File: config.mk
export PLATFORM = sky130hd
export DESIGN_NAME = qrs_sqrt_cell
export DESIGN_NICKNAME = d
export VERILOG_FILES = /design/src/rtl/core/qrs_sqrt_cell.sv
export SDC_FILE = /design/constraint.sdc
export NUM_CORES = 1
export LEC_CHECK = 0
export BUFFER_PORTS_ARGS = -buffer_cell sky130_fd_sc_hd__clkbuf_2
export CAP_MARGIN = 40
export CORE_MARGIN = 3
export CORE_UTILIZATION = 52
export DETAILED_ROUTE_END_ITERATION = 8
export GPL_TIMING_DRIVEN = 1
export PLACE_DENSITY = 0.95
export RECOVER_POWER = 50
export SYNTH_ARGS = -nofsm -noshare
export SYNTH_HDL_FRONTEND = slang
export SYNTH_SLANG_ARGS = --single-unit
File: constraint.sdc
create_clock -name clk -period 4.6 [get_ports clk]
set_input_delay 0.23 -clock clk [delete_from_list [all_inputs] [get_ports clk]]
set_output_delay 0.23 -clock clk [all_outputs]
set_load 0.02 [all_outputs]
File: src/rtl/core/qrs_sqrt_cell.sv
// One restoring square root step: brings down two radicand bits, decides one root bit.
// No package dependencies; used by quadratic_root_solver_unit.
module qrs_sqrt_cell #(
    parameter int SQW = 33,
    parameter int SW  = 8
) (
    input  logic                 clk,
    input  logic                 en,
    input  logic [2*SQW-1:0]     in_rad,
    input  logic [SQW+1:0]       in_rem,
    input  logic [SQW-1:0]       in_root,
    input  logic [SW-1:0]        in_side,
    output logic [2*SQW-1:0]     out_rad,
    output logic [SQW+1:0]       out_rem,
    output logic [SQW-1:0]       out_root,
    output logic [SW-1:0]        out_side
);
    logic [2*SQW-1:0] rad_reg;
    logic [SQW+1:0]   rem_reg, rem_next, shifted, trial;
    logic [SQW-1:0]   root_reg, root_next;
    logic [SW-1:0]    side_reg;

    // trial subtract of (root*4 + 1)
    always_comb
    begin
        shifted = {in_rem[SQW-1:0], in_rad[2*SQW-1 -: 2]};
        trial   = {in_root, 2'b01};
        if (shifted >= trial)
        begin
            rem_next  = shifted - trial;
            root_next = {in_root[SQW-2:0], 1'b1};
        end
        else
        begin
            rem_next  = shifted;
            root_next = {in_root[SQW-2:0], 1'b0};
        end
    end

    always_ff @(posedge clk)
    begin
        if (en)
        begin
            rad_reg  <= {in_rad[2*SQW-3:0], 2'b00};
            rem_reg  <= rem_next;
            root_reg <= root_next;
            side_reg <= in_side;
        end
    end

    assign out_rad  = rad_reg;
    assign out_rem  = rem_reg;
    assign out_root = root_reg;
    assign out_side = side_reg;
endmodule

=== After elaboration in Yosys (flattened, before gate mapping) ===
Index checks and enable logic that the tools add are counted.

* Output and inout port bits: 142
* Logic and storage cells: 8
* Latch bits: 0
* Register bits after elaboration: 140
* Input bits: 144
* Bits in read-only memories: 0
* Memories: 0
* Bits in writable memories: 0

* Divide/modulo/power cells: 0
* Equality and inequality tests: 0
* Mux-type cells: 2
* Multiply operators: 0
* Add/subtract/negate cells: 1
* Shifts and indexed selects: 0
* $lt $le $gt $ge: 1
* Bitwise gates (word level): 0
* Reduce and logical (&&, ||, !) cells: 0

{| class="wikitable"
|+ Operators with widths
! kind !! count
|-
| >= comparator 35 bit || 1
|-
| two-way mux 35 bit || 1
|-
| subtractor 35 bit || 1
|-
| two-way mux 1 bit || 1
|}

=== Depth between registers and ports, before layout ===
* Depth in word-level cells: 2
* Gate-level depth with buffers: 13
* Depth with buffers taken out: 11

=== Worst setup path before layout ===
OpenSTA, ideal clock, no wires.

* Kind: input -> register
* From: input port in_root[0]
* To: register rem_reg[25], in the netlist out_rem[25], data pin
* Stages on the path: 10
* Path slack: 2.196 ns
* Setup time: 0.262 ns
* Arrival time: 2.142 ns
* Data required time: 4.338 ns
* Buffers on the path: 0
* Cell sequence: inv_1 ha_1 o211ai_1 o21ai_2 o2111ai_1 a21oi_1 or4b_4 a31oi_2 xor2_1 o21ai_0

* Word-level cells in the longest chain between the ends: 2
* Elaborated cells between the ends (all ways): 3
* Classes of those cells: add/sub: 1; order compare: 1; mux: 1

{| class="wikitable"
|+ RTL lines
! what !! line !! source
|-
| start, declared || 11 || <nowiki>input logic [SQW-1:0] in_root,</nowiki>
|-
| subtractor 35 bit / >= comparator 35 bit (equally long branches) || 30, 28 ||
|-
| two-way mux 35 bit * || 28 || <nowiki>if (shifted >= trial)</nowiki>
|-
| net rem_next[25] || 19 || <nowiki>logic [SQW+1:0] rem_reg, rem_next, shifted, trial;</nowiki>
|-
| end signal, assigned || 45 || <nowiki>rem_reg <= rem_next;</nowiki>
|-
| end, declared || 19 ||
|}

Mark *: on every way through the listed nets, which the timed path passes. The rest lies on a longest branch.
A chain may end at the register's enable or synchronous reset.

=== Worst setup path in the final report ===
* From: input port in_root[7]
* To: register rem_reg[7], in the netlist out_rem[7], data pin

* Word-level cells in the longest chain between the ends: 2

{| class="wikitable"
|+ RTL lines
! what !! line
|-
| >= comparator 35 bit || 28
|-
| two-way mux 35 bit || 28
|-
| net rem_next[7] || 19
|}

The timed path passes the listed nets, and every way through them passes these cells.

==> impl_metrics.py <==
metrics = {
    "status": {
        "violations": "DRC, capacitance limit, slew limit",
        "status": "finished, violations left",
    },
    "route": {
        "wl_mm": 25.7,
        "vias_per_cell": 5.92,
        "via_count": 6506,
        "first_pass_iters": 8,
        "drt_iter0_drc": 728,
        "drcViolationCount": 2,
        "postRouteAntennaNets": 0,
        "wl_per_cell_um": 23.4,
    },
    "pwr": {
        "total_power_uw": 3890,
        "p_leak_uw": 0.00427,
        "ir_drop_mv": 0.191,
        "powerDensity_nw_per_um2": 400,
    },
    "floorplanning": {
        "die_y_um": 120,
        "num_rows": 41,
        "die_w_um": 120,
        "ios": 286,
        "dieArea_um2": 14400,
        "start_util_pct": 53.4,
        "placeableCoreArea_um2": 12700,
    },
    "layout": {
        "nNetsFinal": 1091,
        "area_growth_pct": 43.7,
        "layout-drive-gt1-share_pct": 31.4,
        "fillers": 739,
        "postLayoutCoreUtil_pct": 76.8,
    },
    "clocking": {
        "cts_resized": 0,
        "cts_root_buffer": "clkbuf_16",
        "clk_pin_slew_ns": 0.06,
        "htree_levels": 4,
        "clock_path_buffers": 2,
        "clock_sinks": 140,
        "cts_tree": "done",
        "numCtsBuffers": 17,
    },
    "min_path": {
        "min_to": "out_root[3]",
        "holdCritStartpoint": "in_root[2]",
        "min_path_cells": 1,
        "hp-class": "input port to flip-flop",
    },
    "worst_setup_path": {
        "cp-end-kind": "flip-flop",
        "critPathRequiredTime_ns": 4.85,
        "worstPathArrival_ns": 3.82,
        "critPathKind": "input port to flip-flop",
        "critPathLaunchType": "input port",
        "worst-path-max-fanout": 22,
    },
    "placed_design": {
        "gp_congestion": 0.868,
        "place_hpwl_mm": 14.8,
        "portBuffers": 281,
    },
    "synthesis": {
        "synth-seq-cells": 140,
        "syn_avg_cell_area_um2": 12.7,
        "yosys.area_share.simple_pct": 9.05,
        "netlist_instances": 535,
        "ys_warn_count": 0,
        "yosysSeqAreaShare_pct": 62.1,
        "synth_edf_count": 140,
        "synth_cell_type_count": 63,
        "synth-xor-area-share_pct": 3.49,
        "syn-cell-area_um2": 6770,
        "synthMuxAreaShare_pct": 0.166,
        "synth_top_family_by_area": "compound AO/OA/AOI/OAI gates",
        "synthFlopType": "edfxtp_1",
        "synthAdderAreaFrac_pct": 6.47,
        "synth_compound_area_share_pct": 14.5,
        "async_flop_share_pct": 0,
    },
    "timing": {
        "fmax_mhz": 280,
        "slew_violations": 117,
        "min_period_over_period_pct": 77.7,
        "setup_tns_ns": 0,
        "tightest_slew_ns": 2.13,
        "rsz0062_at_grt": "false",
        "max-slew-margin-rel_pct": -41.9,
        "hold_viol_final": 0,
        "fin_crit_ns": 3.58,
        "setup_viol": 0,
    },
    "global_routing": {
        "grt_pass1_wl_mm": 36.2,
        "antenna_found_initial": 2,
        "grt_max_degree": 78,
        "grt_pass1_vias": 6330,
        "grt.overflow.total": 0,
        "track_usage_pct": 33.5,
    },
    "flow_run": {
        "maxCapViolCount": 2,
    },
}
-- logic make-up after synthesis --
group | after synthesis
other | 1
buffers and inverters | 60
flip-flops | 140
AND/OR/NAND/NOR | 124
XOR/XNOR | 27
multiplexers | 1
adder cells (fa/ha/maj) | 35
AO/OA/AOI/OAI | 147
-- per-layer routing --
layer / GRT usage, % / routed length, um / up-vias
li1: - / - / 2755
met1: 36.1 / 8460 / 3027
met4: 20.8 / 2080 / 0
met2: 56.5 / 12300 / 561
met3: 11.3 / 2830 / 163
met5: 0 / 0 / -
-- registers in the layout, indices dropped and copies added (netlist names) --
signal / count
out_rad: 64
out_rem: 35
out_root: 33
out_side: 8
-- cell usage after synthesis (4+ instances only) --
master / instances / share of area (%)
inv_1: 44 / 2.4
nor2_1: 33 / 1.8
a31oi_1: 4 / 0.37
nand4_1: 9 / 0.83
xor2_1: 11 / 1.4
buf_4: 4 / 0.44
o21ai_0: 22 / 1.6
xnor2_1: 16 / 2.1
o21ai_1: 4 / 0.30
o211ai_1: 4 / 0.44
edfxtp_1: 140 / 62
nand2_1: 36 / 2.0
and3_1: 4 / 0.37
o21bai_1: 6 / 0.67
a21o_1: 16 / 1.8
nand3_1: 10 / 0.74
a21oi_1: 52 / 3.8
nor3_1: 9 / 0.67
o21a_1: 7 / 0.78
nand2b_1: 4 / 0.37
ha_1: 35 / 6.5
buf_2: 5 / 0.37
-- worst max path at each step --
stage | startpoint | endpoint | slack [ns] | depth (start not counted)
finish | in_root[7] | out_rem[7] | 1.02 | 14
global route | in_root[7] | out_rem[7] | 0.85 | 14
CTS | in_root[8] | out_rem[7] | 1.24 | 14
detailed placement | in_root[6] | out_rem[3] | 1.37 | 12
global placement | in_root[7] | out_rem[2] | 1.46 | 12
floorplan | in_root[0] | out_rem[25] | 2.20 | 10
-- metrics by stage --
stage	hold slack, ns	setup slack [ns]	std cells	area (um2)
after floorplan	0.329	2.20	536	6780
after global placement	0.407	1.46	976	8310
after detailed placement	0.409	1.37	977	8340
after CTS	0.0000887	1.24	1090	9740
after global routing	0.0309	0.850	1098	9730
final	0.0221	1.02	1099	9730
-- worst max-delay path, cell delays in order --
cell,delay [ns]
dlygate4sd3_1,0.56
clkbuf_1,0.12
inv_1,0.05
ha_1,0.39
nand2_1,0.10
o21ai_1,0.31
a21oi_1,0.15
o211ai_2,0.35
a21oi_2,0.16
o31a_1,0.28
inv_1,0.48
buf_4,0.38
nor2_1,0.07
a21oi_1,0.16
-- power by group --
part	leakage [uW]	internal (uW)	switching, uW
combinational	0.00262	314	549
clock	0.000278	855	572
sequential	0.00137	1550	46.8
-- layout make-up --
class | count | area (um2) | area share (%)
clock inverters | 14 | 168 | 1.72
repair buffers | 373 | 2260 | 23.2
inverters | 44 | 165 | 1.70
diodes | 2 | 5.00 | 0.0514
multi-input cells | 336 | 2290 | 23.5
clock buffers | 18 | 429 | 4.41
well taps | 172 | 215 | 2.21
flip-flops and latches | 140 | 4200 | 43.2
-- cells in the final DEF (no fill, tap or decap), types with 3 or more instances in the layout --
cell type	n
clkbuf_2	237
edfxtp_1	140
dlygate4sd3_1	88
a21oi_1	52
clkbuf_1	46
inv_1	44
nand2_1	36
ha_1	35
nor2_1	33
o21ai_0	22
clkbuf_16	17
a21o_1	16
xnor2_1	16
xor2_1	11
nand3_1	10
nand4_1	9
nor3_1	9
o21a_1	7
o21bai_1	6
and3_1	4
o21ai_1	4
o211ai_1	4
a31oi_1	4
nand2b_1	4
clkinvlp_4	4
a21boi_0	3
a211o_1	3
nor4_1	3
o31ai_1	3
inv_6	3
bufinv_16	3
buf_4	3
-- timing repair --
action | in CTS | in global routing
hold endpoints to repair | 81 | 7
hold buffers | 81 | 7
buffers inserted | 0 | 0
Note: power is estimated with default switching activity, not from simulation.
