<file path="src/rtl/core/qrs_div_cell.sv">
// One restoring division step on magnitudes: one quotient bit per cell.
// No package dependencies; used by quadratic_root_solver_unit.
module qrs_div_cell #(
    parameter int NW = 36,
    parameter int DV = 17,
    parameter int SW = 3
) (
    input  logic            clk,
    input  logic            en,
    input  logic [NW-1:0]   in_nq,
    input  logic [DV-1:0]   in_rem,
    input  logic [DV-1:0]   in_den,
    input  logic [SW-1:0]   in_side,
    output logic [NW-1:0]   out_nq,
    output logic [DV-1:0]   out_rem,
    output logic [DV-1:0]   out_den,
    output logic [SW-1:0]   out_side
);
    logic [NW-1:0] nq_reg;
    logic [DV-1:0] rem_reg, den_reg;
    logic [SW-1:0] side_reg;
    logic [DV:0]   part, diff;
    logic          qbit;

    // shift in the next numerator bit and try the divisor
    always_comb
    begin
        part = {in_rem, in_nq[NW-1]};
        diff = part - {1'b0, in_den};
        qbit = (part >= {1'b0, in_den});
    end

    always_ff @(posedge clk)
    begin
        if (en)
        begin
            nq_reg   <= {in_nq[NW-2:0], qbit};
            rem_reg  <= qbit ? diff[DV-1:0] : part[DV-1:0];
            den_reg  <= in_den;
            side_reg <= in_side;
        end
    end

    assign out_nq   = nq_reg;
    assign out_rem  = rem_reg;
    assign out_den  = den_reg;
    assign out_side = side_reg;
endmodule

</file>
<file path="config.mk">
export PLATFORM = sky130hd
export DESIGN_NAME = qrs_div_cell
export DESIGN_NICKNAME = d
export VERILOG_FILES = /design/src/rtl/core/qrs_div_cell.sv
export SDC_FILE = /design/constraint.sdc
export NUM_CORES = 1
export LEC_CHECK = 0
export BUFFER_PORTS_ARGS = -buffer_cell sky130_fd_sc_hd__clkbuf_2
export CAP_MARGIN = 0
export CORE_MARGIN = 2
export CORE_UTILIZATION = 51
export DETAILED_ROUTE_END_ITERATION = 7
export GPL_TIMING_DRIVEN = 0
export PLACE_DENSITY = 0.86
export RECOVER_POWER = 25
export SLEW_MARGIN = 20
export SYNTH_ARGS = -nofsm -noshare
export SYNTH_HDL_FRONTEND = slang
export SYNTH_SLANG_ARGS = --single-unit
</file>
<file path="constraint.sdc">
create_clock -name clk -period 6.4 [get_ports clk]
set_clock_uncertainty 0.1 [all_clocks]
set_input_delay 0.32 -clock clk [delete_from_list [all_inputs] [get_ports clk]]
set_output_delay 0.32 -clock clk [all_outputs]
set_load 0.01 [all_outputs]
</file>
== After elaboration in Yosys (flattened, before gate mapping) ==
Cells that the tools add are included.
W data, S select, Z words.

* Bits in registers: 73
* Bits of input ports: 75
* Output and inout bits: 73
* Logic and storage cells: 7

* Add/subtract/negate cells: 1
* Order comparisons: 1
* Multiplexer cells: 1

{| class="wikitable"
|+ Operator list
! operator !! count
|-
| $ge A18 B17 Y1 || 1
|-
| $mux W17 || 1
|-
| $sub A17 B17 Y17 || 1
|}

== Logic depth before layout (Yosys ltp) ==
Gate-level depths: netlist of the first run.

* Depth in word-level cells: 2
* Gate-level depth with buffers: 12
* Gate-level depth less buffers: 11

== Least setup slack after synthesis of the first run ==
OpenSTA, ideal clock, no wires.

* Kind: input port to flip-flop
* Start point: input in_nq[35]
* End point: register rem_reg[10] (netlist: out_rem[10]), data pin
* Library setup time: 260 ps
* Arrival time: 2168 ps
* Required time: 6040 ps
* Path slack: 3872 ps
* Stages on the path: 12
* Buffers on the path: 1
* Path through: inv_1 ha_1 inv_1 fa_1 a21oi_1 or3_4 a21oi_4 o21bai_4 and2_4 buf_12 inv_12 mux2_4

* Cells in the longest elaborated chain, start to end: 2
* Elaborated cells between the ends (all ways): 3
* Classes of those cells: add/sub (1); order compare (1); mux (1)

{| class="wikitable"
|+ RTL lines
! what !! line !! text
|-
| from (decl) || 10 || <nowiki>input logic [NW-1:0] in_nq,</nowiki>
|-
| $ge A18 B17 Y1 || 30 || <nowiki>qbit = (part >= {1'b0, in_den});</nowiki>
|-
| named net qbit || 23 || <nowiki>logic qbit;</nowiki>
|-
| $mux W17 || 38 || <nowiki>rem_reg <= qbit ? diff[DV-1:0] : part[DV-1:0];</nowiki>
|-
| to (signal assigned) || 38 ||
|-
| to (decl) || 20 || <nowiki>logic [DV-1:0] rem_reg, den_reg;</nowiki>
|}

The timed path passes the listed nets, and every way through them passes these cells.
A chain may end at the register's enable or synchronous reset.

== Final worst setup path of the first run ==
* Start point: input in_nq[35]
* End point: register rem_reg[8] (netlist: out_rem[8]), data pin

Same word-level chain as after synthesis.

==> impl_metrics.py, run 1 <==
metrics = {
    "logic_synthesis": {
        "synth_cells": 225,
        "synth_seq_cells": 73,
        "synth_edf_count": 73,
        "synth_area_leaders": "edfxtp_1 (65%), ha_1 (6.3%), mux2_4 (4.4%)",
        "ys_warn_count": 0,
        "synth_top_area_share_pct": 65.0,
        "syn_avg_cell_area_um2": 15.0,
        "ys_async_sr_fraction_pct": 0,
        "ys_seq_area_share_pct": 65.0,
        "synth_top_cell_by_area": "edfxtp_1",
        "synthesis.area_um2": 3370,
        "synth_nets": 318,
        "synth_flop_cell": "edfxtp_1",
        "synth_cell_types": 45,
    },
    "timing": {
        "fin_tns_setup_ns": 0,
        "hold_slack_ns": 0.0554,
        "worst_slew_pin_slew_ns": 0.428,
        "fin_crit_sh_pct": 40.2,
        "hold_viol": 0,
        "slew_headroom_pct": 71.4,
        "setup_violations": 0,
        "drv_slew": 0,
        "rsz0062_at_grt": "no",
        "fin_crit_ns": 2.57,
        "clock.fmax_mhz": 389,
    },
    "power_and_ir_drop": {
        "p_leak_nw": 1.99,
        "p_total_mw": 1.22,
        "peakVddDrop_mv": 0.187,
        "power_density_nw_per_um2": 275,
    },
    "grt": {
        "grt_max_degree": 49,
        "grt_pass1_vias": 2349,
        "grt_overflow": 0,
        "antenna_found_initial": 0,
        "grt_usage_pct": 21.1,
        "grt_pass1_wl_mm": 11.7,
    },
    "route": {
        "drtIter0Drc": 96,
        "postRouteAntennaNets": 0,
        "drcViolationCount": 0,
        "wl_per_cell_um": 16.6,
        "vias_per_cell": 5.24,
        "drtPass1Iterations": 4,
        "num_vias": 2440,
        "drt_wl_total_mm": 7.72,
    },
    "layout": {
        "final_core_utilization_pct": 69.4,
        "fin_nets": 477,
        "n_antenna_cell": 0,
        "syn_to_final_growth_pct": 31.3,
        "drive_above_1_share_pct": 44.5,
        "layout_common_cells": "clkbuf_2 (133), edfxtp_1 (73), inv_1 (22)",
        "fillers": 460,
        "mostFrequentLayoutCell": "clkbuf_2",
    },
    "min_path": {
        "hold_end": "out_nq[18]",
        "hold_depth": 1,
        "hp-class": "input pin to flip-flop",
        "worstHoldStart": "in_nq[17]",
    },
    "critical_path": {
        "start_kind": "input pin",
        "cp_max_fo": 10,
        "critPathKind": "input pin to flip-flop",
        "worstPathArrival_ns": 2.57,
        "critPathRequiredTime_ns": 6.40,
        "end_kind": "flip-flop",
    },
    "clocking": {
        "clkSinkCount": 73,
        "clk_path_buf_depth": 2,
        "htree_levels": 3,
        "cts_resized": 0,
        "postCtsHoldBufs": 0,
        "path_clk_slew_ns": 0.08,
        "cts_buffers": 9,
        "cts_tree": "yes",
        "cts_setup_buffers": 0,
        "cts-root-buf": "clkbuf_8",
    },
    "floorplan": {
        "core-area_um2": 6390,
        "die_h_um": 85.3,
        "io_pins": 148,
        "fp-row-count": 29,
        "initial_utilization_pct": 52.8,
        "die_w_um": 85.3,
        "die_area_um2": 7280,
    },
    "placed_design": {
        "dp_hpwl_mm": 6.04,
        "place_congestion": 0.777,
        "portBuffers": 147,
    },
    "run_status": {
        "run_status": "finished, final reports clean",
    },
    "flow_run": {
        "cap_violations": 0,
    },
}
## report_power, final
part           switching [mW]  total (mW)  internal, mW  leakage, nW
registers              0.0123       0.594         0.581        0.714
logic                   0.124       0.232         0.108         1.17
clock network           0.173       0.392         0.220        0.107
## worst max-delay path by stage
stage | slack [ns] | start | to | cells past startpoint
global route | 3.66 | in_nq[35] | out_rem[3] | 13
global placement | 3.51 | in_nq[35] | out_rem[7] | 13
finish | 3.83 | in_nq[35] | out_rem[8] | 13
CTS | 3.82 | in_nq[35] | out_rem[8] | 13
floorplan | 3.87 | in_nq[35] | out_rem[10] | 12
detailed placement | 3.45 | in_nq[35] | out_rem[8] | 13
## cell families after synthesis
family                   after synthesis  share of synthesized area, %
flip-flops                            73                          65.0
AO/OA/AOI/OAI                         47                          10.5
AND/OR/NAND/NOR                       41                          6.56
buffers and inverters                 24                          3.52
adder cells (fa/ha/maj)               18                          6.90
XOR/XNOR                              11                          2.86
multiplexers                          11                          4.75
## registers in the layout, indices dropped and copies added (netlist names)
| name | cells |
|---|---|
| out_nq | 36 |
| out_rem | 17 |
| out_den | 17 |
| out_side | 3 |
## critical path: stages
cell	delay, ns
clkbuf_2	0.09
inv_1	0.05
ha_1	0.16
inv_1	0.05
fa_1	0.41
a21oi_1	0.29
or3_4	0.20
a21oi_4	0.06
o21bai_4	0.24
and2_4	0.20
buf_12	0.14
inv_12	0.05
mux2_4	0.29
## cell type report
cell class                      instances  area (um2)  area share [%]
Sequential cell                        73        2190            49.5
Inverter                               23        98.8            2.23
Timing Repair Buffer                  148         742            16.7
Multi-Input combinational cell        128        1060            24.0
Clock buffer                            9         124            2.80
Buffer                                  1        20.0           0.452
Tap cell                               77        96.3            2.17
Clock inverter                          7        93.8            2.12
## Yosys cell counts, drive strengths merged (4+ instances only)
| master | number |
|---|---|
| xnor2 | 8 |
| a21oi | 15 |
| edfxtp | 73 |
| o21ai | 7 |
| nand2 | 9 |
| and2 | 4 |
| mux2 | 10 |
| o31ai | 4 |
| inv | 23 |
| nor2 | 6 |
| nand3 | 8 |
| ha | 17 |
| nor3 | 4 |
## per-layer routing
| layer | share of wire [%] | track usage, % | vias to the layer above |
|---|---|---|---|
| met2 | 53 | 37.4 | 105 |
| met1 | 39 | 25.0 | 1152 |
| met3 | 7.0 | 5.35 | 10 |
| met5 | 0 | 0 | - |
| li1 | - | - | 1173 |
| met4 | 1.6 | 7.22 | 0 |
## metrics by stage
step / setup slack, ns / instances / cell area [um2]
after floorplan: 3.87 / 225 / 3370
after global placement: 3.51 / 449 / 4210
after detailed placement: 3.45 / 450 / 4230
after CTS: 3.82 / 466 / 4450
after global routing: 3.66 / 466 / 4430
final: 3.83 / 466 / 4430
Note: power is estimated with default switching activity, not from simulation.
==> run 2: changes to the inputs <==
--- a/config.mk
+++ b/config.mk
@@ -5,13 +5,14 @@
 export SDC_FILE = /design/constraint.sdc
 export NUM_CORES = 1
 export LEC_CHECK = 0
+export ABC_AREA = 1
 export BUFFER_PORTS_ARGS = -buffer_cell sky130_fd_sc_hd__clkbuf_2
 export CAP_MARGIN = 0
 export CORE_MARGIN = 2
-export CORE_UTILIZATION = 51
+export CORE_UTILIZATION = 49
 export DETAILED_ROUTE_END_ITERATION = 7
 export GPL_TIMING_DRIVEN = 0
-export PLACE_DENSITY = 0.86
+export PLACE_DENSITY = 0.81
 export RECOVER_POWER = 25
 export SLEW_MARGIN = 20
 export SYNTH_ARGS = -nofsm -noshare
==> constraint.sdc (replaced) <==
create_clock -name clk -period 2.7 [get_ports clk]
set_clock_uncertainty 0.1 [all_clocks]
set_input_delay 0.135 -clock clk [delete_from_list [all_inputs] [get_ports clk]]
set_output_delay 0.135 -clock clk [all_outputs]
set_load 0.01 [all_outputs]
==> run 2 against run 1 <==
Against the previous run:
- the run now ends with max-capacitance violations, max-slew violations left
- highest routed layer unchanged
- sequential power is 140% higher
- non-clock buffer count rose by 60
- utilization increased by 2.7 points
- die area is 17% higher
- via count increased by 37%
- worst hold slack got worse by 0.041 ns
- design area up 24%
- cell count increased by 50%
- wire length increased by 36%
==> impl_metrics.py, run 2 <==
metrics = {
    "run_status": {
        "run_status": "finished with violations",
        "failed_checks": "max-capacitance violations, max-slew violations",
    },
    "logic_synthesis": {
        "synth_nets": 467,
        "synthXorXnorAreaFrac_pct": 1.61,
        "synth_common_cells": "nand2_1 (107), edfxtp_1 (73), inv_1 (64)",
        "yosys-mux-area-fraction_pct": 0,
        "synthAdderAreaFrac_pct": 6.10,
        "ys_warn_count": 0,
        "synth_seq_cells": 73,
        "synth_cells": 374,
        "synth_compound_area_share_pct": 1.87,
        "synth_flop_cell": "edfxtp_1",
        "synth-simple-area-share_pct": 25.1,
        "synth_area_leaders": "edfxtp_1 (57%), nand2_1 (11%), inv_1 (6.3%)",
        "synthesis.area_um2": 3820,
        "synth_cell_types": 26,
        "syn_avg_cell_area_um2": 10.2,
        "synth_top_family_by_area": "simple AND/OR/NAND/NOR gates",
        "yosysMostFrequentCell": "nand2_1",
        "ys_seq_area_share_pct": 57.4,
        "synth_top_cell_by_area": "edfxtp_1",
        "synth_edf_count": 73,
        "ys_async_sr_fraction_pct": 0,
        "synth_top_area_share_pct": 57.4,
    },
    "route": {
        "num_vias": 3338,
        "postRouteAntennaNets": 0,
        "wl_met1_mm": 4.20,
        "wl_met3_um": 707,
        "drcViolationCount": 0,
        "drt_wl_total_mm": 10.5,
        "drtPass1Iterations": 4,
        "routed-wl-met2_mm": 5.31,
        "wl_per_cell_um": 15.1,
        "highest_layer": "met4",
        "drtIter0Drc": 167,
        "vias_per_cell": 4.79,
    },
    "grt": {
        "grt_overflow": 0,
        "grt_pass1_vias": 3411,
        "antenna_found_initial": 0,
        "grt_max_degree": 47,
        "grt_usage_pct": 25.5,
        "grt_pass1_wl_mm": 16.6,
    },
    "clocking": {
        "postCtsHoldBufs": 57,
        "path_clk_slew_ns": 0.08,
        "htree_levels": 3,
        "cts-root-buf": "clkbuf_8",
        "cts_resized": 0,
        "cts_buffers": 9,
        "cts_setup_buffers": 0,
        "cts_tree": "yes",
        "clkSinkCount": 73,
        "clk_path_buf_depth": 2,
    },
    "timing": {
        "rsz0062_at_grt": "no",
        "hold_viol": 0,
        "slew_headroom_pct": -9.25,
        "worst_slew_pin_slew_ns": 1.64,
        "drv_slew": 28,
        "fin_crit_sh_pct": 89.9,
        "hold_slack_ns": 0.0141,
        "fin_crit_ns": 2.43,
        "clock.fmax_mhz": 412,
        "fin_tns_setup_ns": 0,
        "setup_violations": 0,
    },
    "layout": {
        "fillers": 511,
        "drive_above_1_share_pct": 35.3,
        "fin_nets": 683,
        "n_antenna_cell": 0,
        "syn_to_final_growth_pct": 44.3,
        "fin_area_um2": 5510,
        "layout_common_cells": "clkbuf_2 (143), nand2_1 (107), edfxtp_1 (73)",
        "final_core_utilization_pct": 72.0,
        "mostFrequentLayoutCell": "clkbuf_2",
        "largest_reg_flops": 36,
    },
    "power_and_ir_drop": {
        "power_density_nw_per_um2": 574,
        "peakVddDrop_mv": 0.246,
        "p_leak_nw": 2.78,
        "p_total_mw": 3.16,
    },
    "floorplan": {
        "fp-row-count": 32,
        "initial_utilization_pct": 49.9,
        "core-area_um2": 7650,
        "die_area_um2": 8510,
        "io_pins": 148,
        "die_h_um": 92.3,
        "die_w_um": 92.3,
    },
    "placed_design": {
        "portBuffers": 147,
        "dp_hpwl_mm": 7.01,
        "place_congestion": 0.910,
        "dpl-instance-area_um2": 4700,
    },
    "critical_path": {
        "critPathKind": "input pin to flip-flop",
        "worstPathArrival_ns": 2.43,
        "end_kind": "flip-flop",
        "start_kind": "input pin",
        "critPathRequiredTime_ns": 2.70,
        "cp_max_fo": 10,
    },
    "flow_run": {
        "cap_violations": 1,
    },
    "min_path": {
        "hp-class": "input pin to flip-flop",
    },
}
-- run 2: cell types whose count changed after synthesis, sizes merged, moves of 4 or more --
cell / previous run / this run
a21oi: 15 / 11
inv: 23 / 68
mux2: 10 / 0
nand2: 9 / 136
nand3: 8 / 33
nor2: 6 / 13
o21ai: 7 / 1
o31ai: 4 / 0
xnor2: 8 / 0
xor2: 3 / 7
-- run 2: per-layer routing --
| metal | track usage (%) | up-vias |
|---|---|---|
| li1 | - | 1643 |
| met1 | 29.4 | 1528 |
| met2 | 45.0 | 139 |
| met3 | 7.81 | 28 |
| met4 | 8.71 | 0 |
| met5 | 0 | - |
-- run 2: logic make-up after synthesis --
kind of cell	Yosys count
flops	73
fa+ha+maj	18
compound gates	12
simple gates	191
buf+inv	73
xor+xnor	7
-- run 2: final cells by class --
type / count / area, um2 / area share [%]
inverter: 69 / 259 / 4.70
multi-input combinational: 228 / 1320 / 24.0
tap: 102 / 128 / 2.32
buffer: 4 / 43.8 / 0.795
sequential: 73 / 2190 / 39.8
timing repair buffer: 205 / 1320 / 24.0
clock buffer: 10 / 128 / 2.32
clock inverter: 6 / 115 / 2.09
-- run 2: stage by stage --
| step | worst slack, ns | instances |
|---|---|---|
| global route | 0.160 | 697 |
| global placement | 0.519 | 623 |
| detailed placement | 0.489 | 624 |
| finish | 0.272 | 697 |
| floorplan | 0.891 | 374 |
| CTS | 0.309 | 697 |
-- run 2: path summary, 6_finish.rpt --
| check | startpoint | to | slack (ns) | cells past startpoint |
|---|---|---|---|---|
| setup / recovery | in_den[7] | out_rem[8] | 0.27 | 13 |
| hold / removal | in_rem[14] | out_rem[15] | 0.01 | 3 |
-- run 2: power by group --
part	leakage [nW]	internal [mW]	total (mW)	switching (mW)
Sequential	0.714	1.38	1.41	0.0340
Clock	0.117	0.619	1.04	0.423
Combinational	1.95	0.301	0.710	0.410
-- run 2: critical path, cell delays in order --
cell and delay, ns:
dlygate4sd3_1 0.55, clkbuf_2 0.15, inv_1 0.05, ha_1 0.34, nand2_2 0.15, nor2_2 0.08, nand3_2 0.08, nor2_2 0.04
nor3_4 0.34, nand2_4 0.21, buf_12 0.22, nand2_4 0.06, nand2_2 0.03
